===== src/smm_ram.sv =====
// generic single-write, single-read ram with registered read data
module smm_ram #(
  parameter int WIDTH = 16,
  parameter int DEPTH = 256
) (
  input  logic                     clk,
  input  logic                     we,
  input  logic [$clog2(DEPTH)-1:0] waddr,
  input  logic [WIDTH-1:0]         wdata,
  input  logic                     re,
  input  logic [$clog2(DEPTH)-1:0] raddr,
  output logic [WIDTH-1:0]         rdata
);

  logic [WIDTH-1:0] mem [DEPTH];
  logic [WIDTH-1:0] rdata_r;

  // write port
  always_ff @(posedge clk) begin
    if (we) begin
      mem[waddr] <= wdata;
    end
  end

  // registered read port
  always_ff @(posedge clk) begin
    if (re) begin
      rdata_r <= mem[raddr];
    end
  end

  assign rdata = rdata_r;

endmodule


===== config.mk =====
export PLATFORM = sky130hd
export DESIGN_NAME = smm_ram
export DESIGN_NICKNAME = d
export VERILOG_FILES = /design/src/smm_ram.sv
export SDC_FILE = /design/constraint.sdc
export NUM_CORES = 2
export LEC_CHECK = 0
export BUFFER_PORTS_ARGS = -buffer_cell sky130_fd_sc_hd__clkbuf_2
export CAP_MARGIN = 40
export CELL_PAD_IN_SITES_DETAIL_PLACEMENT = 1
export CELL_PAD_IN_SITES_GLOBAL_PLACEMENT = 2
export CORE_ASPECT_RATIO = 0.9
export CORE_UTILIZATION = 50
export DETAILED_ROUTE_END_ITERATION = 12
export GPL_ROUTABILITY_DRIVEN = 0
export GPL_TIMING_DRIVEN = 0
export PLACE_DENSITY_LB_ADDON = 0.1
export SLEW_MARGIN = 10
export SYNTH_ARGS = -nofsm -noshare
export SYNTH_HDL_FRONTEND = slang
export SYNTH_SLANG_ARGS = --single-unit

===== constraint.sdc =====
create_clock -name clk -period 4 [get_ports clk]
set_clock_uncertainty 0.2 [all_clocks]
set_input_delay 0.2 -clock clk [delete_from_list [all_inputs] [get_ports clk]]
set_output_delay 0.2 -clock clk [all_outputs]
set_load 0.1 [all_outputs]

### Word-level counts from Yosys, hierarchy flattened

Memories as Yosys holds them, arrays and structs flattened. A register that Yosys moved wholly into a read port is not among the register bits.
Cells that the tools add are included.

| operators by class | value |
|---|---|
| $add $sub $neg | 0 |
| multiply operators | 0 |
| divide/modulo/power cells | 0 |
| order comparisons | 0 |
| equal/unequal tests | 0 |
| shift operators | 0 |
| muxes and demuxes | 2 |
| bitwise gates (word level) | 0 |
| reduce and logical (&&, ||, !) cells | 0 |

Operators with widths:

| cell | count |
|---|---|
| 2-to-1 mux 1 bit | 2 |

| word-level totals | value |
|---|---|
| register bits | 0 |
| latch bits | 0 |
| bits in writable memories | 4,096 |
| bits in read-only memories | 0 |
| input port bits | 35 |
| output and inout bits | 16 |
| word-level logic and storage cells | 3 |
| memories kept | 1 |

Memory list:

| name | words | bits a word | read ports | clocked after memory_dff | write ports | line | text |
|---|---|---|---|---|---|---|---|
| mem | 256 | 16 | 1 | 1 | 1 | 15 | `logic [WIDTH-1:0] mem [DEPTH];` |

### Longest topological paths before layout

| logic depth | value |
|---|---|
| depth in word-level cells | 2 |
| mapped depth | 12 |
| depth with buffers taken out | 6 |

### Worst setup path after synthesis

OpenSTA, ideal clock, no wires.

| timing path | value |
|---|---|
| path type | input to register |
| start point | input raddr[0] |
| end point | register rdata_r[4], in the netlist rdata[4] (read register of mem) (data pin) |
| setup time | 0.265 ns |
| arrival | 2.184 ns |
| data required time | 3.535 ns |
| path slack | 1.351 ns |
| cell stages on the path | 8 |
| buffers on the path | 3 |
| cell sequence | buf_6 > buf_6 > buf_2 > mux4_2 > mux4_2 > a22o_1 > o32ai_2 > nor4_2 |

RTL lines:

| item | line | text |
|---|---|---|
| start, declared | 11 | `input logic [$clog2(DEPTH)-1:0] raddr,` |
| end, declared | 16 | `logic [WIDTH-1:0] rdata_r;` |

==> results_dict.tcl <==
set metrics [dict create \
    ios 51 \
    syn-cell-area_mm2 0.159 \
    drt_iter0_markers 14200 \
    hpwl_mm 381 \
    grt_pass1_vias 84600 \
    cts_sinks 4112 \
    hold_path.class "input port to flip-flop" \
    final_max_slew_viol_count 0 \
    grt_setup_unrepaired "false" \
    synth_edf_count 4112 \
    drt-vias-per-instance 6.79 \
    critPathMaxFanout 11 \
    multi_input_area_mm2 0.0335 \
    final_nets 8322 \
    crit_arrival_ns 4.68 \
    met1_length_mm 217 \
    post-synth-top-area-cell "edfxtp_1" \
    tightest_slew_ns 1.12 \
    drc 0 \
    die_y_um 537 \
    setup_slack_ns -0.241 \
    synthTopCellsByArea "edfxtp_1 (78%), mux4_2 (11%), mux2i_1 (3.6%)" \
    grt_usage_pct 33.8 \
    slowest_delay_ns 0.89 \
    post_cts_buffers 0 \
    yosys-top-cells-count "edfxtp_1 (4112), mux4_2 (797), mux2i_1 (565)" \
    synth_top_family_by_area "multiplexers" \
    cp.required_ns 4.44 \
    clk_pin_slew_worst_paths_ns 0.06 \
    insertion_delay_ns 1.00 \
    htreeDepth 5 \
    initial_core_util_pct 50.5 \
    num-fill-cells 26100 \
    ant_nets 0 \
    rows 195 \
    grt_max_degree 122 \
    regArea_mm2 0.123 \
    min_period_ns 4.24 \
    route.met3.wl_mm 70.9 \
    hold_viol 0 \
    status "finished with violations" \
    ys_seq_elements 4112 \
    root_buffer "clkbuf_16" \
    maxCapViolCount 0 \
    wl_met2_mm 236 \
    highest_layer "met5" \
    failed_checks "setup timing" \
    cts_tree "yes" \
    routedWlPerCell_um 42.5 \
    yosysMostFrequentCell "edfxtp_1" \
    synthXorXnorAreaFrac_pct 0 \
    ys_seq_area_share_pct 77.7 \
    wirelength_mm 543 \
    drive_gt1_share_pct 28.7 \
    syn_inst 7360 \
    synthAdderAreaFrac_pct 0 \
    synth-compound-area-share_pct 3.53 \
    endpoint_kind "flip-flop" \
    synthToLayoutAreaGrowth_pct 16.7 \
    vias 86700 \
    synthMuxAreaShare_pct 15.5 \
    grt_overflow 0 \
    crit_chain "buf_4 -> buf_2 -> buf_4 -> buf_2 -> buf_2 -> mux4_2 -> o22ai_1 -> o31ai_1 -> o32ai_1 -> nor4_2" \
    first_pass_iters 6 \
    critPathBufInv 5 \
    peakVddDrop_uv 437 \
    yosys.area.top_type_share_pct 77.7 \
    numCtsBuffers 412 \
    portBuffers 40 \
    post-place-ws_ns -1.80 \
    synth-simple-area-share_pct 1.57 \
    die-area_mm2 0.320 \
    hold_slack_ns 0.0865 \
    instances_no_fill 12800 \
    crit_top_cell "buf_2" \
    die_x_um 596 \
    yosys_warnings 0 \
    cp_top_family "buffers and inverters" \
    synthFlopType "edfxtp_1" \
    grt_pass1_wl_mm 729 \
    p_leak_uw 0.0591 \
    syn-num-nets 7395 \
    core_mm2 0.315 \
    dp.cells 12000 \
    avgSynthCellArea_um2 21.6 \
    slew_headroom_pct 25.3 \
    async_flop_share_pct 0 \
    cts_buffer_depth 4 \
    criticalPathCategory "input port to flip-flop" \
    start_kind "input port" \
    cp_slowest_cell "nor4_2" \
    setup_viol_count_final 9 \
    grt_antenna_before_repair 49 \
    timing.fmax_mhz 236 \
    finalCritPeriodShare_pct 106 \
    powerDensity_mw_per_mm2 500 \
    ys_types 51 \
]
## cell type report
cell class | instances | area share, %
sequential | 4112 | 66.6
multi-input combinational | 2792 | 18.1
clock buffer | 499 | 5.83
timing repair buffer | 517 | 3.79
tap | 4137 | 2.79
buffer | 448 | 1.47
clock inverter | 252 | 1.40
antenna | 16 | 0.0216
inverter | 4 | 0.00810
## path summary, 6_finish.rpt
kind,start,to,slack (ns),cells past startpoint
max,raddr[1],rdata[1],-0.24,10
min,re,rdata[8],0.09,2
max reg2reg,mem[142][13],rdata[13],0.38,7
min reg2reg,mem[250][1],rdata[1],1.16,6
## metrics by stage
step | power [µW] | util (%) | area, µm² | setup TNS, ns
detailed placement | 54100 | 54.5 | 171000 | -20.89
floorplan | 51000 | - | 159000 | 0
global route | 94300 | 58.9 | 185000 | 0
CTS | 92700 | 58.8 | 185000 | 0
finish | 92600 | 58.9 | 185000 | -0.895
global placement | 53900 | 52.2 | 164000 | -9882.77
## report_power, final
group,internal [µW],switching [µW],total [µW],leakage (µW)
registers,47500,27.9,47500,0.0370
clock network,22500,16800,39300,0.00656
logic,1760,4090,5840,0.0156
total,71800,20900,92600,0.0591
## state kept, by name (all words and copies together) (netlist names)
name and cells:
rdata 16, mem 4096
## cells by family after synthesis
kind of cell	after synthesis
muxes	1450
and+or+nand+nor	556
buffers and inverters	456
DFF	4112
AOI/OAI and AO/OA	786
## timing repair
item | CTS | global route
gates resized for setup | 18 | 0
endpoints found under the setup margin | 15 | 0
endpoints found under the hold margin | 2057 | 0
hold buffers | 28 | 0
## placed cells by master, fill, tap and decap left out, drive strengths merged, types with 21 or more instances in the layout
cell / Yosys / final
nor3: 92 / 92
o32ai: 21 / 21
edfxtp: 4112 / 4112
nand2: 38 / 38
a21oi: 175 / 175
buf: 222 / 667
nand3: 35 / 35
clkinv: 0 / 174
nor2: 304 / 304
mux2: 88 / 88
a22o: 32 / 32
clkbuf: 230 / 767
o221ai: 253 / 253
a22oi: 43 / 43
o21ai: 38 / 38
a221oi: 28 / 28
mux4: 797 / 797
nand4: 26 / 26
mux2i: 565 / 565
bufinv: 0 / 51
o22ai: 148 / 148
dlygate4sd3: 0 / 28
## metal layers
metal / vias up / global-route usage, %
li1: 33200 / -
met1: 47000 / 49.8
met2: 5640 / 48.8
met3: 843 / 10.2
met4: 24 / 10.6
met5: - / 0
Note: power is estimated with default switching activity, not from simulation.
