[src/smm_pkg.sv]
// shared types, sizes and helpers for the square matrix multiply core
package smm_pkg;

  // built-in maximum matrix dimension and element width
  localparam int MAX_DIM   = 16;
  localparam int ELEM_BITS = 16;

  // fixed field widths of the ports
  localparam int OP_BITS    = 2;
  localparam int IDX_FIELD  = 4;
  localparam int SIZE_BITS  = 5;
  localparam int SUM_BITS   = 36;

  // derived widths
  localparam int IDX_BITS   = (MAX_DIM > 1) ? $clog2(MAX_DIM) : 1;
  localparam int ADDR_BITS  = $clog2(MAX_DIM * MAX_DIM);
  localparam int DEPTH      = MAX_DIM * MAX_DIM;
  localparam int CNT_BITS   = $clog2(MAX_DIM + 1);
  localparam int PROD_BITS  = 2 * ELEM_BITS;

  // size register value after reset
  localparam logic [SIZE_BITS-1:0] SIZE_RESET = SIZE_BITS'(16);

  // opcodes
  typedef enum logic [OP_BITS-1:0] {
    OP_WRITE_P = 2'd0,
    OP_WRITE_Q = 2'd1,
    OP_READ_R  = 2'd2,
    OP_NONE    = 2'd3
  } smm_op_t;

  // sequencer states
  typedef enum logic [1:0] {
    ST_IDLE,
    ST_RUN,
    ST_DRAIN,
    ST_FINISH
  } smm_state_t;

  // controls from sequencer to multiply-accumulate unit
  typedef struct packed {
    logic clear;
    logic issue;
    logic last;
  } smm_mac_ctl_t;

  // dimension in use: zero acts as one, large values saturate
  function automatic logic [CNT_BITS-1:0] dim_of(input logic [SIZE_BITS-1:0] size);
    logic [CNT_BITS-1:0] d;
    if (size == '0) begin
      d = CNT_BITS'(1);
    end else if (int'(size) > MAX_DIM) begin
      d = CNT_BITS'(MAX_DIM);
    end else begin
      d = CNT_BITS'(size);
    end
    return d;
  endfunction

  // index within the built-in maximum
  function automatic logic idx_ok(input logic [IDX_FIELD-1:0] idx);
    return int'(idx) < MAX_DIM;
  endfunction

endpackage

[src/smm_ctrl.sv]
// sequencer: handshakes, size register, store addressing and result register
module smm_ctrl (
  input  logic                                 clk,
  input  logic                                 rst_n,
  // input channel
  input  logic                                 in_valid,
  output logic                                 in_ready,
  input  logic [smm_pkg::OP_BITS-1:0]          in_opcode,
  input  logic [smm_pkg::IDX_FIELD-1:0]        in_row,
  input  logic [smm_pkg::IDX_FIELD-1:0]        in_col,
  // result channel
  output logic                                 out_valid,
  input  logic                                 out_ready,
  output logic signed [smm_pkg::SUM_BITS-1:0]  out_product_sum,
  // configuration
  input  logic                                 cfg_wr_en,
  input  logic [smm_pkg::SIZE_BITS-1:0]        cfg_wr_data,
  // store ports
  output logic                                 p_we,
  output logic                                 q_we,
  output logic [smm_pkg::ADDR_BITS-1:0]        p_waddr,
  output logic [smm_pkg::ADDR_BITS-1:0]        q_waddr,
  output logic                                 rd_en,
  output logic [smm_pkg::ADDR_BITS-1:0]        p_raddr,
  output logic [smm_pkg::ADDR_BITS-1:0]        q_raddr,
  // multiply-accumulate unit
  output smm_pkg::smm_mac_ctl_t                mac_ctl,
  input  logic signed [smm_pkg::SUM_BITS-1:0]  mac_sum,
  input  logic                                 mac_done
);

  smm_pkg::smm_state_t                 state_r, state_nxt;
  logic [smm_pkg::SIZE_BITS-1:0]       size_r;
  logic [smm_pkg::CNT_BITS-1:0]        k_r;
  logic [smm_pkg::CNT_BITS-1:0]        n_r;
  logic [smm_pkg::IDX_BITS-1:0]        row_r;
  logic [smm_pkg::IDX_BITS-1:0]        col_r;
  logic                                out_valid_r;
  logic signed [smm_pkg::SUM_BITS-1:0] out_sum_r;

  logic                                accept;
  logic                                in_range;
  logic                                is_read;
  logic                                last_k;
  logic                                out_free;
  logic [smm_pkg::IDX_BITS-1:0]        k_idx;
  logic [smm_pkg::IDX_BITS-1:0]        in_row_idx;
  logic [smm_pkg::IDX_BITS-1:0]        in_col_idx;

  assign accept     = in_valid & in_ready;
  assign in_range   = smm_pkg::idx_ok(in_row) & smm_pkg::idx_ok(in_col);
  assign is_read    = (smm_pkg::smm_op_t'(in_opcode) == smm_pkg::OP_READ_R);
  assign last_k     = (k_r == n_r - smm_pkg::CNT_BITS'(1));
  assign out_free   = ~out_valid_r | out_ready;
  assign k_idx      = k_r[smm_pkg::IDX_BITS-1:0];
  assign in_row_idx = smm_pkg::IDX_BITS'(in_row);
  assign in_col_idx = smm_pkg::IDX_BITS'(in_col);

  // next state
  always_comb begin
    state_nxt = state_r;
    case (state_r)
      smm_pkg::ST_IDLE: begin
        if (accept && is_read) begin
          state_nxt = in_range ? smm_pkg::ST_RUN : smm_pkg::ST_FINISH;
        end
      end
      smm_pkg::ST_RUN: begin
        if (last_k) begin
          state_nxt = smm_pkg::ST_DRAIN;
        end
      end
      smm_pkg::ST_DRAIN: begin
        if (mac_done) begin
          state_nxt = smm_pkg::ST_FINISH;
        end
      end
      smm_pkg::ST_FINISH: begin
        if (out_free) begin
          state_nxt = smm_pkg::ST_IDLE;
        end
      end
      default: state_nxt = smm_pkg::ST_IDLE;
    endcase
  end

  // outputs per state; ready is always high in idle, so valid alone means a beat
  always_comb begin
    in_ready      = 1'b0;
    rd_en         = 1'b0;
    mac_ctl.clear = 1'b0;
    mac_ctl.issue = 1'b0;
    mac_ctl.last  = 1'b0;
    p_we          = 1'b0;
    q_we          = 1'b0;
    case (state_r)
      smm_pkg::ST_IDLE: begin
        in_ready      = 1'b1;
        mac_ctl.clear = in_valid & is_read;
        p_we          = in_valid & in_range &
                        (smm_pkg::smm_op_t'(in_opcode) == smm_pkg::OP_WRITE_P);
        q_we          = in_valid & in_range &
                        (smm_pkg::smm_op_t'(in_opcode) == smm_pkg::OP_WRITE_Q);
      end
      smm_pkg::ST_RUN: begin
        rd_en         = 1'b1;
        mac_ctl.issue = 1'b1;
        mac_ctl.last  = last_k;
      end
      smm_pkg::ST_DRAIN: begin
      end
      smm_pkg::ST_FINISH: begin
      end
      default: begin
      end
    endcase
  end

  // store addresses: q is kept transposed
  assign p_waddr = smm_pkg::ADDR_BITS'(in_row_idx) * smm_pkg::ADDR_BITS'(smm_pkg::MAX_DIM)
                 + smm_pkg::ADDR_BITS'(in_col_idx);
  assign q_waddr = smm_pkg::ADDR_BITS'(in_col_idx) * smm_pkg::ADDR_BITS'(smm_pkg::MAX_DIM)
                 + smm_pkg::ADDR_BITS'(in_row_idx);
  assign p_raddr = smm_pkg::ADDR_BITS'(row_r) * smm_pkg::ADDR_BITS'(smm_pkg::MAX_DIM)
                 + smm_pkg::ADDR_BITS'(k_idx);
  assign q_raddr = smm_pkg::ADDR_BITS'(col_r) * smm_pkg::ADDR_BITS'(smm_pkg::MAX_DIM)
                 + smm_pkg::ADDR_BITS'(k_idx);

  // state and control registers
  always_ff @(posedge clk) begin
    if (!rst_n) begin
      state_r     <= smm_pkg::ST_IDLE;
      size_r      <= smm_pkg::SIZE_RESET;
      out_valid_r <= 1'b0;
    end else begin
      state_r <= state_nxt;
      if (cfg_wr_en) begin
        size_r <= cfg_wr_data;
      end
      if (state_r == smm_pkg::ST_FINISH && out_free) begin
        out_valid_r <= 1'b1;
      end else if (out_ready) begin
        out_valid_r <= 1'b0;
      end
    end
  end

  // request registers and element counter
  always_ff @(posedge clk) begin
    if (accept && is_read) begin
      row_r <= in_row_idx;
      col_r <= in_col_idx;
      n_r   <= smm_pkg::dim_of(size_r);
      k_r   <= '0;
    end else if (state_r == smm_pkg::ST_RUN) begin
      k_r <= k_r + smm_pkg::CNT_BITS'(1);
    end
  end

  // result register
  always_ff @(posedge clk) begin
    if (state_r == smm_pkg::ST_FINISH && out_free) begin
      out_sum_r <= mac_sum;
    end
  end

  assign out_valid       = out_valid_r;
  assign out_product_sum = out_sum_r;

endmodule

[config.mk]
export PLATFORM = sky130hd
export DESIGN_NAME = smm_ctrl
export DESIGN_NICKNAME = d
export VERILOG_FILES = /design/src/smm_pkg.sv /design/src/smm_ctrl.sv
export SDC_FILE = /design/constraint.sdc
export NUM_CORES = 1
export LEC_CHECK = 0
export BUFFER_PORTS_ARGS = -buffer_cell sky130_fd_sc_hd__buf_2
export CAP_MARGIN = 20
export CORE_MARGIN = 4
export CORE_UTILIZATION = 40
export DETAILED_ROUTE_END_ITERATION = 6
export GPL_TIMING_DRIVEN = 0
export HOLD_SLACK_MARGIN = 0.05
export MAX_ROUTING_LAYER = met4
export PLACE_DENSITY = 0.75
export SYNTH_ARGS = -nofsm -noshare
export SYNTH_HDL_FRONTEND = slang
export SYNTH_SLANG_ARGS = --single-unit
export TNS_END_PERCENT = 1
[constraint.sdc]
create_clock -name clk -period 2.5 [get_ports clk]
set_input_delay 0.125 -clock clk [delete_from_list [all_inputs] [get_ports clk]]
set_output_delay 0.125 -clock clk [all_outputs]
set_load 0.05 [all_outputs]
# Word level (Yosys, flattened, before mapping)
# Cells that the tools add are included.
# op_classes
add_sub_neg,6
magnitude_cmp,1
eq_ne,10
n_mux,14
bitwise_logic,6
n_reduce_logical,8
# ops
op,count
adder 8 x 4 -> 8 bit,4
2-to-1 mux 2 bit,5
inequality test 2 bit (second input constant),4
one-hot mux 2 bit (4 select lines),1
2-to-1 mux 1 bit,7
equality test 2 bit (second input constant),3
adder 5 x 1 -> 5 bit (second input constant),1
equality test 5 bit,1
> comparator 5 bit (second input constant),1
logical NOT 5 bit,1
2-to-1 mux 5 bit,1
subtractor 5 x 1 -> 5 bit (second input constant),1
AND 1 bit,4
equality test 2 x 1 -> 1 bit (second input constant),2
logical NOT 2 bit,2
AND reduction 4 bit,1
logical AND 1 bit,2
nonzero test 2 bit,1
OR reduction 2 bit,1
NOT 1 bit,1
OR 1 bit,1
# totals
reg_bits,62
in_bits,57
output_inout_bits,76
wordCells,54

# Longest topological paths before layout
# logic_depth
ltp_word,6
mapped_depth,7
depth_no_buf,7

# Worst setup path before layout
# No wires, ideal clock.
# synth_path
path_type,reg-to-reg
start,"reg out_valid_r, in the netlist out_valid"
end,"reg out_sum_r, in the netlist out_product_sum[0], enable pin"
setup_time_ns,0.434
t_arrival_ns,2.322
required_ns,2.066
slack_ns,-0.256
path_stages_with_launch,3
path_buffers,0
synth_period_minus_slack_ns,2.756
path_cell_list,dfxtp_1 nor2b_1 nor2b_1
# synth_between
elab_chain_cells,3
# synth_rtl
item,line_no,source
"start, declared",smm_ctrl.sv:38,logic out_valid_r;
"start signal, assigned",smm_ctrl.sv:134,out_valid_r <= 1'b0;
"start signal, assigned",smm_ctrl.sv:141,out_valid_r <= 1'b1;
"start signal, assigned",smm_ctrl.sv:143,out_valid_r <= 1'b0;
NOT 1 bit,smm_ctrl.sv:54,assign out_free = ~out_valid_r | out_ready;
OR 1 bit,smm_ctrl.sv:54,
logical AND 1 bit,smm_ctrl.sv:162,if (state_r == smm_pkg::ST_FINISH && out_free) begin
"end signal, assigned",smm_ctrl.sv:163,out_sum_r <= mac_sum;
"end, declared",smm_ctrl.sv:39,logic signed [smm_pkg::SUM_BITS-1:0] out_sum_r;
# No other way between the ends.
# A chain may end at the register's enable or synchronous reset.

==> results.toml <==
[setup_path]
path_cells = "inv_1 > ha_2 > nor4bb_2 > nor2_1 > or4_4 > a211oi_4 > buf_6"
path_delay_family = "simple AND/OR/NAND/NOR gates"
path_buf_inv = 2
crit_type = "reg2out"
critPathLaunchType = "flip-flop"
max_stage_delay_ns = 0.46
critPathArrivalTime_ns = 2.25
path_max_fanout = 4
required_ns = 2.38
slowest_stage = "or4_4"
critPathCaptureType = "output port"

[floorplanning]
coreArea_mm2 = 0.00603
initial_utilization_pct = 41.7
io_pins = 133
die_h_um = 87.3
die-area_mm2 = 0.00762
die_w_um = 87.3
rows = 28

[logic_synthesis]
synth.top_cell.area_share_pct = 58.5
synth_area_mm2 = 0.00251
synth_nets = 237
ys_warn_count = 0
synth_flop_cell = "edfxtp_1"
synth.avg_cell_area_um2 = 14.6
synth.largest_area_cell = "edfxtp_1"
synth_edf_count = 49
netlist_instances = 172
synth.top_cells.by_area = "edfxtp_1 59%, dfxtp_1 10%, buf_4 7.5%"
ys_seq_area_share_pct = 68.9
async_reset_ff_share_pct = 0
synth_seq_cells = 62
synth_cell_types = 31

[global_routing]
grt_usage_pct = 17.2
grt_pass1_vias = 1983
grt_start_max_net_pins = 37
grt_overflow = 0
grt_first_pass_wirelength_um = 9580
antenna_found_initial = 0

[detailed_routing]
drcViolationCount = 0
first_pass_iters = 4
vias = 1943
ant_nets = 0
viasPerCell = 4.38
wl_per_cell_um = 14.3
wl_um = 6350
drt_iter0_markers = 54

[finish]
drive_above_1_share_pct = 48.8
fin_area_mm2 = 0.00401
insertedDiodeCount = 0
final_common_cell = "buf_2"
final_cells = 444
final-seq-area_mm2 = 0.00173
syn_to_final_growth_pct = 59.6
fill_cells = 443
final_cell_mix = "129 x buf_2, 49 x edfxtp_1, 48 x dlygate4sd3_1"
fin_util_pct = 66.6
nNetsFinal = 429
multi_input_area_um2 = 578

[power]
vdd_drop_max_mv = 0.466
powerDensity_mw_per_mm2 = 803
power_mw = 3.22
p_leak_nw = 1.79

[place]
numPortBuffers = 130
dp_hpwl_um = 4140
dp.cells = 378
placed_cell_area_mm2 = 0.00328
gp_congestion = 0.738

[clock_network]
cts_sinks = 62
htreeDepth = 3
cts-root-buf = "clkbuf_8"
cts.clk_slew.worst_paths_ns = 0.07
cts_tree = "built"
cts-buffers-inserted = 9
clockBufferDepth = 2
insertion_delay_ns = 0.33

[timing]
report.final.hold_viol_count = 0
finalSetupViolCount = 0
rsz0062_at_grt = "no"
clock_skew_ns = 0.00542
finalMaxSlewViolations = 0
worst_pin_slew_ns = 0.955
post-route-min-period_ns = 2.38
slew_headroom_pct = 36.2
fmax_mhz = 420
period_share_pct = 95.2

[run_status]
status = "finished, final reports clean"

[flow_run]
maxCapViolCount = 0

[hold_path]
hold_class = "in2reg"
kinds of logic (layout without fill, tap and decap cells):
family                     count (synthesis)  count (layout)  synth area share, %
muxes                                      7               7                 2.79
DFF                                       62              62                 68.9
and+or+nand+nor                           38              38                 8.81
xor gates and xnor gates                  10              10                 3.48
buffers and inverters                     37             234                 9.26
adders and majority gates                  8               8                 3.98
AOI/OAI and AO/OA                         10              10                 2.79
Yosys cell counts, drive strengths merged, types with 3 or more instances:
cell,number
nor2,8
xor2,4
nand2,7
edfxtp,49
buf,25
dfxtp,13
and2,3
xnor2,6
clkbuf,3
mux2i,7
nor3b,3
nor2b,7
ha,8
inv,9
nor3,3
metal layers:
metal | part of all wire [%] | routed length [µm] | global-route usage (%)
met3 | 8.6 | 543 | 5.01
met2 | 53 | 3340 | 31.0
met4 | 0.57 | 36 | 4.18
met1 | 38 | 2430 | 18.5
met5 | 0 | 0 | -
worst min-delay path, cell delays in order:
cell and delay, ns:
buf_2 0.08, mux2i_1 0.06, nor2b_1 0.10
power breakdown:
group | internal [mW] | switching (mW)
combinational | 0.368 | 0.658
sequential | 1.19 | 0.0736
clock | 0.554 | 0.379
registers in the layout, summed over array words and instances, names as in the netlist:
signal	cells
out_product_sum	36
k_r	5
n_r	5
size_r	5
col_r	4
row_r	4
state_r	2
out_valid	1
through the flow:
stage / hold slack, ns / TNS [ns] / setup WS, ns
global placement: 0.302 / -0.467 / -0.235
detailed placement: 0.303 / 0 / 0.233
global route: 0.0940 / 0 / 0.0255
CTS: 0.0548 / 0 / 0.0525
finish: 0.0627 / 0 / 0.121
floorplan: 0.224 / -0.494 / -0.253
final cells by class:
class | count | area share [%]
well taps | 75 | 2.34
repair buffers | 181 | 29.0
multi-input cells | 73 | 14.4
clock inverters | 7 | 2.21
clock buffers | 9 | 3.09
flip-flops and latches | 62 | 43.2
plain buffers | 28 | 4.96
inverters | 9 | 0.842
path summary, 6_finish.rpt:
check | from | to | slack [ns] | depth (start not counted)
hold reg to reg | state_r[1] | state_r[1] | 0.51 | 2
setup reg to reg | state_r[0] | state_r[1] | 0.30 | 7
setup / recovery | n_r[0] | mac_ctl[0] | 0.12 | 7
hold / removal | cfg_wr_data[3] | size_r[3] | 0.06 | 3
repair_timing:
item	4_1_cts	5_1_grt
setup endpoints to repair	1	1
gates resized for setup	3	3
pin swaps	0	1
gates cloned	0	0
buffers inserted	1	1
hold buffers	48	0
hold endpoints to repair	48	0
Note: power is estimated with default switching activity, not from simulation.
