## src/smm_pkg.sv

```systemverilog
// shared types, sizes and helpers for the square matrix multiply core
package smm_pkg;

  // built-in maximum matrix dimension and element width
  localparam int MAX_DIM   = 16;
  localparam int ELEM_BITS = 16;

  // fixed field widths of the ports
  localparam int OP_BITS    = 2;
  localparam int IDX_FIELD  = 4;
  localparam int SIZE_BITS  = 5;
  localparam int SUM_BITS   = 36;

  // derived widths
  localparam int IDX_BITS   = (MAX_DIM > 1) ? $clog2(MAX_DIM) : 1;
  localparam int ADDR_BITS  = $clog2(MAX_DIM * MAX_DIM);
  localparam int DEPTH      = MAX_DIM * MAX_DIM;
  localparam int CNT_BITS   = $clog2(MAX_DIM + 1);
  localparam int PROD_BITS  = 2 * ELEM_BITS;

  // size register value after reset
  localparam logic [SIZE_BITS-1:0] SIZE_RESET = SIZE_BITS'(16);

  // opcodes
  typedef enum logic [OP_BITS-1:0] {
    OP_WRITE_P = 2'd0,
    OP_WRITE_Q = 2'd1,
    OP_READ_R  = 2'd2,
    OP_NONE    = 2'd3
  } smm_op_t;

  // sequencer states
  typedef enum logic [1:0] {
    ST_IDLE,
    ST_RUN,
    ST_DRAIN,
    ST_FINISH
  } smm_state_t;

  // controls from sequencer to multiply-accumulate unit
  typedef struct packed {
    logic clear;
    logic issue;
    logic last;
  } smm_mac_ctl_t;

  // dimension in use: zero acts as one, large values saturate
  function automatic logic [CNT_BITS-1:0] dim_of(input logic [SIZE_BITS-1:0] size);
    logic [CNT_BITS-1:0] d;
    if (size == '0) begin
      d = CNT_BITS'(1);
    end else if (int'(size) > MAX_DIM) begin
      d = CNT_BITS'(MAX_DIM);
    end else begin
      d = CNT_BITS'(size);
    end
    return d;
  endfunction

  // index within the built-in maximum
  function automatic logic idx_ok(input logic [IDX_FIELD-1:0] idx);
    return int'(idx) < MAX_DIM;
  endfunction

endpackage

```

## src/smm_mac.sv

```systemverilog
// shared multiply-accumulate unit: product register then accumulator
module smm_mac (
  input  logic                                clk,
  input  logic                                rst_n,
  input  smm_pkg::smm_mac_ctl_t               ctl,
  input  logic signed [smm_pkg::ELEM_BITS-1:0] a,
  input  logic signed [smm_pkg::ELEM_BITS-1:0] b,
  output logic signed [smm_pkg::SUM_BITS-1:0]  sum,
  output logic                                done
);

  logic                                      v1_r, l1_r;
  logic                                      v2_r, l2_r;
  logic signed [smm_pkg::PROD_BITS-1:0]      prod_r;
  logic signed [smm_pkg::SUM_BITS-1:0]       acc_r;
  logic                                      done_r;

  // align issue flags with registered ram data, then with the product
  always_ff @(posedge clk) begin
    if (!rst_n) begin
      v1_r   <= 1'b0;
      l1_r   <= 1'b0;
      v2_r   <= 1'b0;
      l2_r   <= 1'b0;
      done_r <= 1'b0;
    end else begin
      v1_r   <= ctl.issue;
      l1_r   <= ctl.issue & ctl.last;
      v2_r   <= v1_r;
      l2_r   <= l1_r;
      done_r <= v2_r & l2_r;
    end
  end

  // product register
  always_ff @(posedge clk) begin
    if (v1_r) begin
      prod_r <= a * b;
    end
  end

  // accumulator, cleared when a request starts
  always_ff @(posedge clk) begin
    if (ctl.clear) begin
      acc_r <= '0;
    end else if (v2_r) begin
      acc_r <= acc_r + smm_pkg::SUM_BITS'(prod_r);
    end
  end

  assign sum  = acc_r;
  assign done = done_r;

endmodule

```

## config.mk

```make
export PLATFORM = sky130hd
export DESIGN_NAME = smm_mac
export DESIGN_NICKNAME = d
export VERILOG_FILES = /design/src/smm_pkg.sv /design/src/smm_mac.sv
export SDC_FILE = /design/constraint.sdc
export NUM_CORES = 1
export LEC_CHECK = 0
export BUFFER_PORTS_ARGS = -buffer_cell sky130_fd_sc_hd__buf_4
export CORE_UTILIZATION = 55
export CTS_CLUSTER_SIZE = 16
export DETAILED_ROUTE_END_ITERATION = 16
export PLACE_DENSITY_LB_ADDON = 0.08
export SLEW_MARGIN = 20
export SYNTH_ARGS = -nofsm -noshare
export SYNTH_HDL_FRONTEND = slang
export SYNTH_SLANG_ARGS = --single-unit
```

## constraint.sdc

```tcl
create_clock -name clk -period 11.7 [get_ports clk]
set_input_delay 2.34 -clock clk [delete_from_list [all_inputs] [get_ports clk]]
set_output_delay 2.34 -clock clk [all_outputs]
set_load 0.05 [all_outputs]
```

# After elaboration in Yosys (flattened, before gate mapping)
# Cells that the tools add are included.
# op_classes
add_sub_neg,1
n_mul,1
bitwise,2
# op_table
op,n
36-bit by 32-bit adder with 36-bit output,1
16-bit by 16-bit multiplier with 32-bit output,1
1-bit bitwise AND,2
# word_totals
ff_bits,73
output_inout_bits,37
word_cells,11

# Longest topological paths before layout
# Gate-level depths: netlist (run 1).
# logic_depth
ltp_word,1
mapped_depth,25
depth_no_buf,24

# Worst setup path after synthesis (run 1)
# No wires, ideal clock.
# synth_path
path_type,input to register
start,input b[1] (netlist name)
end,"register prod_r[31] (netlist name), data pin"
arrival_time_ns,7.925
t_required_ns,11.440
setup_slack_ns,3.515
path_stages,20
path_buffers,1
path_cell_list,clkbuf_1 > nand2_1 > inv_1 > fa_1 > fa_1 > fa_1 > fa_1 > fa_1 > inv_1 > fa_1 > inv_1 > ha_1 > nand3_1 > or4_1 > a21oi_1 > o221ai_1 > o21ai_1 > a21o_1 > a21oi_1 > xnor2_1
# synth_between
elab_chain_cells,1
# synth_rtl
item,line,text
from (decl),smm_mac.sv:7,"input logic signed [smm_pkg::ELEM_BITS-1:0] b,"
16-bit by 16-bit multiplier with 32-bit output,smm_mac.sv:38,prod_r <= a * b;
to (signal assigned),smm_mac.sv:38,
to (decl),smm_mac.sv:14,logic signed [smm_pkg::PROD_BITS-1:0] prod_r;
# Every way passes these cells.
# A chain may end at the register's enable or synchronous reset.

# Final worst setup path (run 1)
# layout_path
start,input b[5] (netlist name)
end,"register prod_r[31] (netlist name), data pin"
# Same word-level chain as after synthesis.

==> out/results.ini, run 1 <==
[worst_setup_path]
timing.critical_path.from = b[5]
critical_path_class = in2reg
crit_buf_inv = 5
start_kind = primary input
critPathMaxFanout = 16
path_cells = buf_4 -> and2_1 -> inv_1 -> fa_1 -> inv_1 -> fa_1 -> fa_1 -> fa_1 -> fa_1 -> inv_1 -> fa_1 -> inv_1 -> ha_1 -> nand3_1 -> or4_1 -> a21oi_1 -> o221ai_1 -> o21ai_1 -> a21o_1 -> a21oi_1 -> xnor2_1
max_stage_delay_ns = 0.79
crit_family = adder cells
crit_path_end_kind = flop
critPathSlowestCell = fa_1
crit_required_ns = 11.77
r2r-start = sum[0]$_SDFFE_PP0P_
cp.arrival_ns = 8.32
cpMostUsedCell = fa_1

[clocking]
cts_tree = built
max-clock-path-buffers = 2
ctsHtreeMaxLevel = 3
clk_pin_slew_ns = 0.05
clock_latency_ns = 0.33
ctsHoldBuffers = 0
cts_sinks = 73
postCtsSetupBuffers = 0
ctsResizeCount = 0
cts_made_buffers = 9
cts_root_buf = clkbuf_16

[global_routing]
grt_pass1_wl_um = 51360
grt_max_degree = 46
grt_usage_pct = 24.67
gr-total-overflow = 0
antenna_found_initial = 0
grt_pass1_vias = 10489

[synthesis]
yosysSeqAreaShare_pct = 12.72
yosysTopAreaCell = fa_1
netlist_area_mm2 = 0.01400
ys_ff_latch = 73
synth_area_per_cell_um2 = 9.275
synthTopCellsByArea = fa_1 (38%), ha_1 (10%), inv_1 (8.6%)
synth_edf_count = 32
synth_cell_types = 66
synth_nets = 1927
syn_inst = 1510
synthArstFlopShare_pct = 0
yosys_warnings = 0
synth_flop_cell = dfxtp_1
synth_top_cell_area_share_pct = 37.59

[place]
place.detailed.hpwl_um = 24920
io_buffers = 73
gp_congestion = 0.8877

[layout]
syn2layout_area_growth_pct = 7.880
num-fill-cells = 2226
layout_commonest_cell = inv_1
seq_area_mm2 = 0.001783
finalNetCount = 1969
diodes = 0
drive_gt1_share_pct = 6.551
final_cell_mix = inv_1 (321), fa_1 (263), nand2_1 (153), and2_1 (127), ha_1 (117)
multi_input_comb_area_mm2 = 0.01085

[timing]
final_max_slew_viol_count = 0
fmax_mhz = 121.3
worst_clock_skew_ns = 0.006227
min_period_over_period_pct = 70.44
tns_ns = 0
tightest_slew_ns = 0.7132
hold_viol_final = 0
relSlewSlack_pct = 51.70
setup_violations = 0
rsz0062_at_grt = false
period_minus_slack_ns = 8.242

[run_status]
status = finished, final reports clean

[floorplan]
rows = 58
pin_count = 74
dieArea_mm2 = 0.02610
die_w_um = 161.6
die_y_um = 161.6
core_area_mm2 = 0.02511
start_util_pct = 55.78

[route]
wire_per_inst_um = 15.77
avgViaCountPerCell = 5.229
routed-via-count = 9868
final_antenna_net_count = 0
wirelength_um = 29760
dr.pass1.iters = 5
drc = 0
drt_iter0_drc = 555

[run]
maxCapViolations = 0

[min_path]
worstHoldPathType = reg2reg
hp-start = l1_r$_SDFF_PN0_

[state kept, by name, indices dropped and copies added, names as in the netlist]
| register | cells |
|---|---|
| prod_r | 32 |
| done | 1 |
| v2_r | 1 |
| v1_r | 1 |
| sum | 36 |
| l2_r | 1 |
| l1_r | 1 |
[synth_stat cells (all sizes together), types with 4 or more instances]
cell type	n
fa	263
ha	117
nand3	9
buf	4
nor3b	5
nand4	6
a211oi	11
mux2i	19
dfxtp	41
inv	321
edfxtp	32
nor3	7
and3	5
nor2b	5
nand2	153
o211ai	7
nor2	68
o21a	5
xor2	15
o21ai	38
and2	127
or3	5
xnor2	49
a21o	31
o21bai	8
a21oi	54
clkbuf	40
o22ai	5
nor4b	5
nand2b	17
[per-stage QoR]
step	hold slack (ns)	area, um2	setup slack [ns]	util (%)	instances
after floorplan	0.4118	14000	3.515	-	1510
after global placement	0.4162	14820	3.239	59.00	1871
after detailed placement	0.4235	14820	3.113	59.00	1871
after CTS	0.4359	15110	3.458	60.17	1887
after global routing	0.4816	15110	3.148	60.17	1887
final	0.4359	15110	3.458	60.17	1887
[layout make-up]
cell class | count | share of cell area [%]
clock inverters | 3 | 0.2816
clock buffers | 13 | 1.656
well taps | 330 | 2.733
multi-input cells | 1072 | 71.83
repair buffers | 75 | 3.727
inverters | 321 | 7.975
flip-flops and latches | 73 | 11.80
[logic make-up after synthesis]
group / Yosys count / share of synthesized area (%)
and+or+nand+nor: 423 / 15.10
adders and majority gates: 380 / 48.05
buffers and inverters: 365 / 9.792
AOI/OAI and AO/OA: 186 / 8.979
DFF: 73 / 12.72
xor gates and xnor gates: 64 / 4.003
muxes: 19 / 1.358
[path summary, 6_finish.rpt]
| path | to | slack [ns] | cells past startpoint |
|---|---|---|---|
| worst max-delay path | prod_r[31]$_DFFE_PP_ | 3.46 | 21 |
| worst min-delay path | l2_r$_SDFF_PN0_ | 0.44 | 1 |
| worst max register to register | sum[34]$_SDFFE_PP0P_ | 8.69 | 12 |
| worst min register to register | l2_r$_SDFF_PN0_ | 0.44 | 1 |
[metal layers]
metal / vias up / track usage (%) / wire length [um] / share of wire, %
li1: 4785 / - / - / -
met5: - / 0 / 0 / 0
met1: 4847 / 35.10 / 14320 / 48
met2: 214 / 39.89 / 13300 / 45
met4: 0 / 4.846 / 383 / 1.3
met3: 22 / 4.212 / 1753 / 5.9
Power of run 1 is left out: the tool's default activity adds up to more than one toggle a clock period on the data nets, which glitch-free logic cannot reach.
==> inputs of run 2 (changes only) <==
Clock period 11.7 ns to 7.5 ns, I/O delays scaled along.
==> run 2 against run 1 <==
Effect of this change:
- sequential share of layout area is 0.096 points lower
- global-route usage is 0.31 points lower
- utilization up 0.49 points
- cell count grew 0.85%
- worst setup slack got worse by 3.1 ns
- highest routed layer unchanged
- first-iteration DRC count is 21% higher
- clock skew is 0.0017 ns higher
==> out/results.ini, run 2 (synthesis results as in run 1) <==
[route]
routed-via-count = 9930
final_antenna_net_count = 0
wire_per_inst_um = 15.64
avgViaCountPerCell = 5.218
drc = 0
dr.pass1.iters = 5
wirelength_um = 29770
drt_iter0_drc = 670

[clocking]
postCtsSetupBuffers = 0
cts_sinks = 73
ctsHoldBuffers = 0
ctsResizeCount = 0
cts_root_buf = clkbuf_16
max-clock-path-buffers = 2
clock_latency_ns = 0.34
ctsHtreeMaxLevel = 3
cts_tree = built
clk_pin_slew_ns = 0.06
cts_made_buffers = 9

[timing]
fin_ws_ns = 0.3301
period_minus_slack_ns = 7.170
final_max_slew_viol_count = 0
tightest_slew_ns = 0.7587
relSlewSlack_pct = 48.62
rsz0062_at_grt = false
setup_violations = 0
worst_clock_skew_ns = 0.007938
hold_viol_final = 0
fmax_mhz = 139.5
min_period_over_period_pct = 95.60

[worst_setup_path]
start_kind = primary input
critPathMaxFanout = 16
cp.arrival_ns = 7.25
critPathSlowestCell = fa_1
path_cells = buf_4 -> and2_1 -> fa_1 -> inv_1 -> fa_1 -> fa_1 -> inv_1 -> fa_1 -> fa_1 -> inv_1 -> fa_1 -> inv_1 -> ha_1 -> nand4_1 -> or4_1 -> a21oi_1 -> o221ai_1 -> o21ai_1 -> a21o_1 -> a21oi_1 -> xnor2_1
cpMostUsedCell = fa_1
crit_required_ns = 7.58
max_stage_delay_ns = 0.54
critical_path_class = in2reg
crit_path_end_kind = flop

[layout]
diodes = 0
drive_gt1_share_pct = 7.692
layout_commonest_cell = inv_1
final_cell_mix = inv_1 (321), fa_1 (263), nand2_1 (153), and2_1 (127), ha_1 (117)
finalNetCount = 1985
largest_register_ffs = 36
num-fill-cells = 2243
syn2layout_area_growth_pct = 8.764
final_util_pct = 60.66

[run_status]
status = finished, final reports clean

[global_routing]
use_met1_pct = 36.42
gr-total-overflow = 0
antenna_found_initial = 0
met2_usage_pct = 38.36
grt_pass1_vias = 10235
grt.busiest_layer = met2
use_met3_pct = 2.542
grt_usage_pct = 24.35
grt_max_degree = 46
grt_pass1_wl_um = 50740

[place]
gp_congestion = 0.9317
dp_slack_ns = -0.1101
place.detailed.hpwl_um = 25180
io_buffers = 73

[floorplan]
pin_count = 74
rows = 58
core_area_mm2 = 0.02511
die_w_um = 161.6
dieArea_mm2 = 0.02610
die_y_um = 161.6
start_util_pct = 55.78

[min_path]
worstHoldPathType = reg2reg

[run]
maxCapViolations = 0

==> run 2: changes by cell type in the layout (fill, tap and decap cells not counted), sizes merged <==
cell | previous run | this run
buf | 75 | 91
clkbuf | 13 | 9
clkinv | 1 | 3
clkinvlp | 1 | 3
==> run 2: through the flow <==
step | area, um2 | instances | setup TNS [ns] | hold WS [ns]
6_report | 15230 | 1903 | 0 | 0.4520
5_1_grt | 15230 | 1903 | 0 | 0.4752
2_1_floorplan | 14000 | 1510 | 0 | 0.4118
3_5_place_dp | 14940 | 1887 | -0.1101 | 0.4432
3_3_place_gp | 14940 | 1887 | 0 | 0.4153
4_1_cts | 15230 | 1903 | 0 | 0.4574
==> run 2: worst max-delay path: cells and delay by family <==
family | cells | cell delay, ns
adders and majority gates | 7 | 3.34
AOI/OAI and AO/OA | 5 | 1.03
and+or+nand+nor | 3 | 0.88
buffers and inverters | 5 | 0.38
xor gates and xnor gates | 1 | 0.13
==> run 2: layout make-up <==
cell class | count | area (um2) | area share (%)
Sequential cell | 73 | 1783 | 11.71
Multi-Input combinational cell | 1072 | 10850 | 71.24
Timing Repair Buffer | 91 | 683.2 | 4.485
Tap cell | 330 | 412.9 | 2.711
Inverter | 321 | 1205 | 7.910
Clock inverter | 7 | 71.32 | 0.4682
Clock buffer | 9 | 225.2 | 1.479
==> run 2: per-layer routing <==
metal	up-vias	part of all wire, %	routed length, um
li1	4810	-	-
met3	30	4.9	1456
met5	-	0	0
met2	276	44	13170
met1	4814	50	14770
met4	0	1.3	374
==> run 2: path summary, 6_finish.rpt <==
check / from / endpoint / slack [ns] / cells past startpoint
worst max-delay path: a[12] / prod_r[31]$_DFFE_PP_ / 0.33 / 21
worst min-delay path: l1_r$_SDFF_PN0_ / l2_r$_SDFF_PN0_ / 0.45 / 1
worst max register to register: prod_r[0]$_DFFE_PP_ / sum[30]$_SDFFE_PP0P_ / 4.49 / 11
worst min register to register: l1_r$_SDFF_PN0_ / l2_r$_SDFF_PN0_ / 0.45 / 1
Power of run 2 is left out for the same reason.
==> inputs of run 3 (changes only) <==
Settings changed: ABC_AREA set to 1.
Clock period 7.5 ns to 8.04 ns, I/O delays scaled along.
==> run 3 against run 2 <==
Effect of this change:
- die area is 8.6% higher
- worst setup slack better by 0.73 ns
- synthesized area is 8.7% higher
- critical path depth is 2 lower
- cell count is 26% higher
- clock-buffer cell count is 1 higher
- clock skew is 0.0012 ns higher
- global-route usage is 3.4 points higher
- critical path type unchanged
- highest routed layer unchanged
==> out/results.ini, run 3 <==
[run_status]
status = finished, final reports clean

[synthesis]
synth_area_per_cell_um2 = 7.516
synth_top_cell_area_share_pct = 34.59
yosys_warnings = 0
synthTopCellsByArea = fa_1 (35%), inv_1 (14%), nand2_1 (12%)
synth_edf_count = 32
synth_nets = 2442
synth_cell_types = 44
syn_inst = 2025
yosys-top-cells-count = inv_1 (555), nand2_1 (484), fa_1 (263)
synthArstFlopShare_pct = 0
ys_ff_latch = 73
netlist_area_mm2 = 0.01522
synth_most_common_cell = inv_1
synth_flop_cell = dfxtp_1
yosysTopAreaCell = fa_1
yosysSeqAreaShare_pct = 11.71

[place]
dp_slack_ns = 0.7201
placed_area_mm2 = 0.01596
place.detailed.hpwl_um = 31510
gp_congestion = 0.9721
io_buffers = 73

[timing]
relSlewSlack_pct = 59.04
period_minus_slack_ns = 6.982
fmax_mhz = 143.2
setup_violations = 0
worst_clock_skew_ns = 0.009150
final_max_slew_viol_count = 0
fin_ws_ns = 1.058
rsz0062_at_grt = false
min_period_over_period_pct = 86.84
hold_viol_final = 0
tightest_slew_ns = 0.6143
tns_ns = 0

[global_routing]
antenna_found_initial = 0
gr-total-overflow = 0
grt_pass1_vias = 12481
grt_max_degree = 58
grt_pass1_wl_um = 61960
grt_usage_pct = 27.73

[floorplan]
die_w_um = 168.4
dieArea_mm2 = 0.02834
pin_count = 74
core_area_mm2 = 0.02703
rows = 60
start_util_pct = 56.32
die_y_um = 168.4

[route]
dr.pass1.iters = 6
wirelength_um = 37160
final_antenna_net_count = 0
drc = 0
drt_iter0_drc = 741
avgViaCountPerCell = 5.070
routed-via-count = 12123
wire_per_inst_um = 15.54

[clocking]
cts_root_buf = clkbuf_16
max-clock-path-buffers = 2
postCtsSetupBuffers = 0
ctsResizeCount = 0
cts_sinks = 73
cts_tree = built
ctsHoldBuffers = 0
clock_latency_ns = 0.34
ctsHtreeMaxLevel = 3
clk_pin_slew_ns = 0.06
cts_made_buffers = 9

[layout]
final_util_pct = 60.24
layout_commonest_cell = inv_1
largest_register_ffs = 36
final_cell_area_mm2 = 0.01628
seq_area_mm2 = 0.001783
final_cell_mix = inv_1 (555), nand2_1 (484), fa_1 (263), nor2_1 (153), ha_1 (117)
multi_input_comb_area_mm2 = 0.01110
finalNetCount = 2462
diodes = 0
syn2layout_area_growth_pct = 6.963
num-fill-cells = 2532
drive_gt1_share_pct = 6.000

[run]
maxCapViolations = 0

[min_path]
worstHoldPathType = reg2reg
hold_depth = 2

[worst_setup_path]
r2r_cells = 13
critical_path.endpoint = prod_r[28]$_DFFE_PP_
critPathSlowestCell = fa_1
critPathMaxFanout = 16
cp_num_cells = 19
crit_buf_inv = 5
crit_required_ns = 8.12
r2r-start = sum[0]$_SDFFE_PP0P_
crit_family = adder cells
path_cells = buf_4 -> nand2_1 -> inv_1 -> fa_1 -> fa_1 -> inv_1 -> fa_1 -> fa_1 -> fa_1 -> fa_1 -> inv_1 -> ha_1 -> nand2_1 -> nor2_1 -> inv_1 -> nor3_1 -> nand3_1 -> o2111ai_1 -> xor2_1
rrSetupSlack_ns = 5.47
cpMostUsedCell = fa_1
max_stage_delay_ns = 0.81
worstReg2RegEnd = sum[22]$_SDFFE_PP0P_
start_kind = primary input
timing.critical_path.from = b[1]
critical_path_class = in2reg
cp.arrival_ns = 7.06
crit_path_end_kind = flop

## run 3: cell families after synthesis
group                      synth area share, %
and+or+nand+nor                          19.88
buffers and inverters                    15.36
adders and majority gates                44.21
AOI/OAI and AO/OA                        5.960
DFF                                      11.71
xor gates and xnor gates                 2.877
## run 3: stage by stage
| step | std cells | hold slack (ns) |
|---|---|---|
| finish | 2391 | 0.4141 |
| global placement | 2375 | 0.3963 |
| floorplan | 2025 | 0.3900 |
| global route | 2391 | 0.4466 |
| detailed placement | 2375 | 0.4053 |
| CTS | 2391 | 0.4194 |
## run 3: area by class of cell
| cell class | instances | area share [%] |
|---|---|---|
| Inverter | 556 | 12.82 |
| Clock buffer | 10 | 1.406 |
| Sequential cell | 73 | 10.95 |
| Tap cell | 341 | 2.621 |
| Clock inverter | 6 | 0.5610 |
| Multi-Input combinational cell | 1330 | 68.18 |
| Timing Repair Buffer | 75 | 3.458 |
## run 3: worst min-delay path by stage
stage	start	endpoint	slack (ns)
2_1_floorplan	l1_r$_SDFF_PN0_	l2_r$_SDFF_PN0_	0.39
3_3_place_gp	l1_r$_SDFF_PN0_	l2_r$_SDFF_PN0_	0.40
3_5_place_dp	l1_r$_SDFF_PN0_	l2_r$_SDFF_PN0_	0.41
4_1_cts	l1_r$_SDFF_PN0_	l2_r$_SDFF_PN0_	0.42
5_1_grt	l1_r$_SDFF_PN0_	l2_r$_SDFF_PN0_	0.45
6_report	l1_r$_SDFF_PN0_	l2_r$_SDFF_PN0_	0.41
## run 3: routing by layer
| layer | wire [um] | GRT usage, % | vias up |
|---|---|---|---|
| li1 | - | - | 5964 |
| met4 | 808 | 7.628 | 0 |
| met2 | 18430 | 49.85 | 277 |
| met5 | 0 | 0 | - |
| met1 | 16530 | 35.75 | 5831 |
| met3 | 1397 | 2.445 | 51 |
## run 3: worst reg2reg max path: stages (launching register included)
cell and delay [ns]:
dfxtp_1 0.36, ha_1 0.28, inv_1 0.08, fa_1 0.41, inv_1 0.18, nand3_1 0.09, nand2_1 0.16, a21oi_1 0.15
o21ai_2 0.28, nand3_1 0.17, nand3_1 0.10, nand3_1 0.08, nand2_1 0.09, inv_1 0.04
Power of run 3 is left out for the same reason.
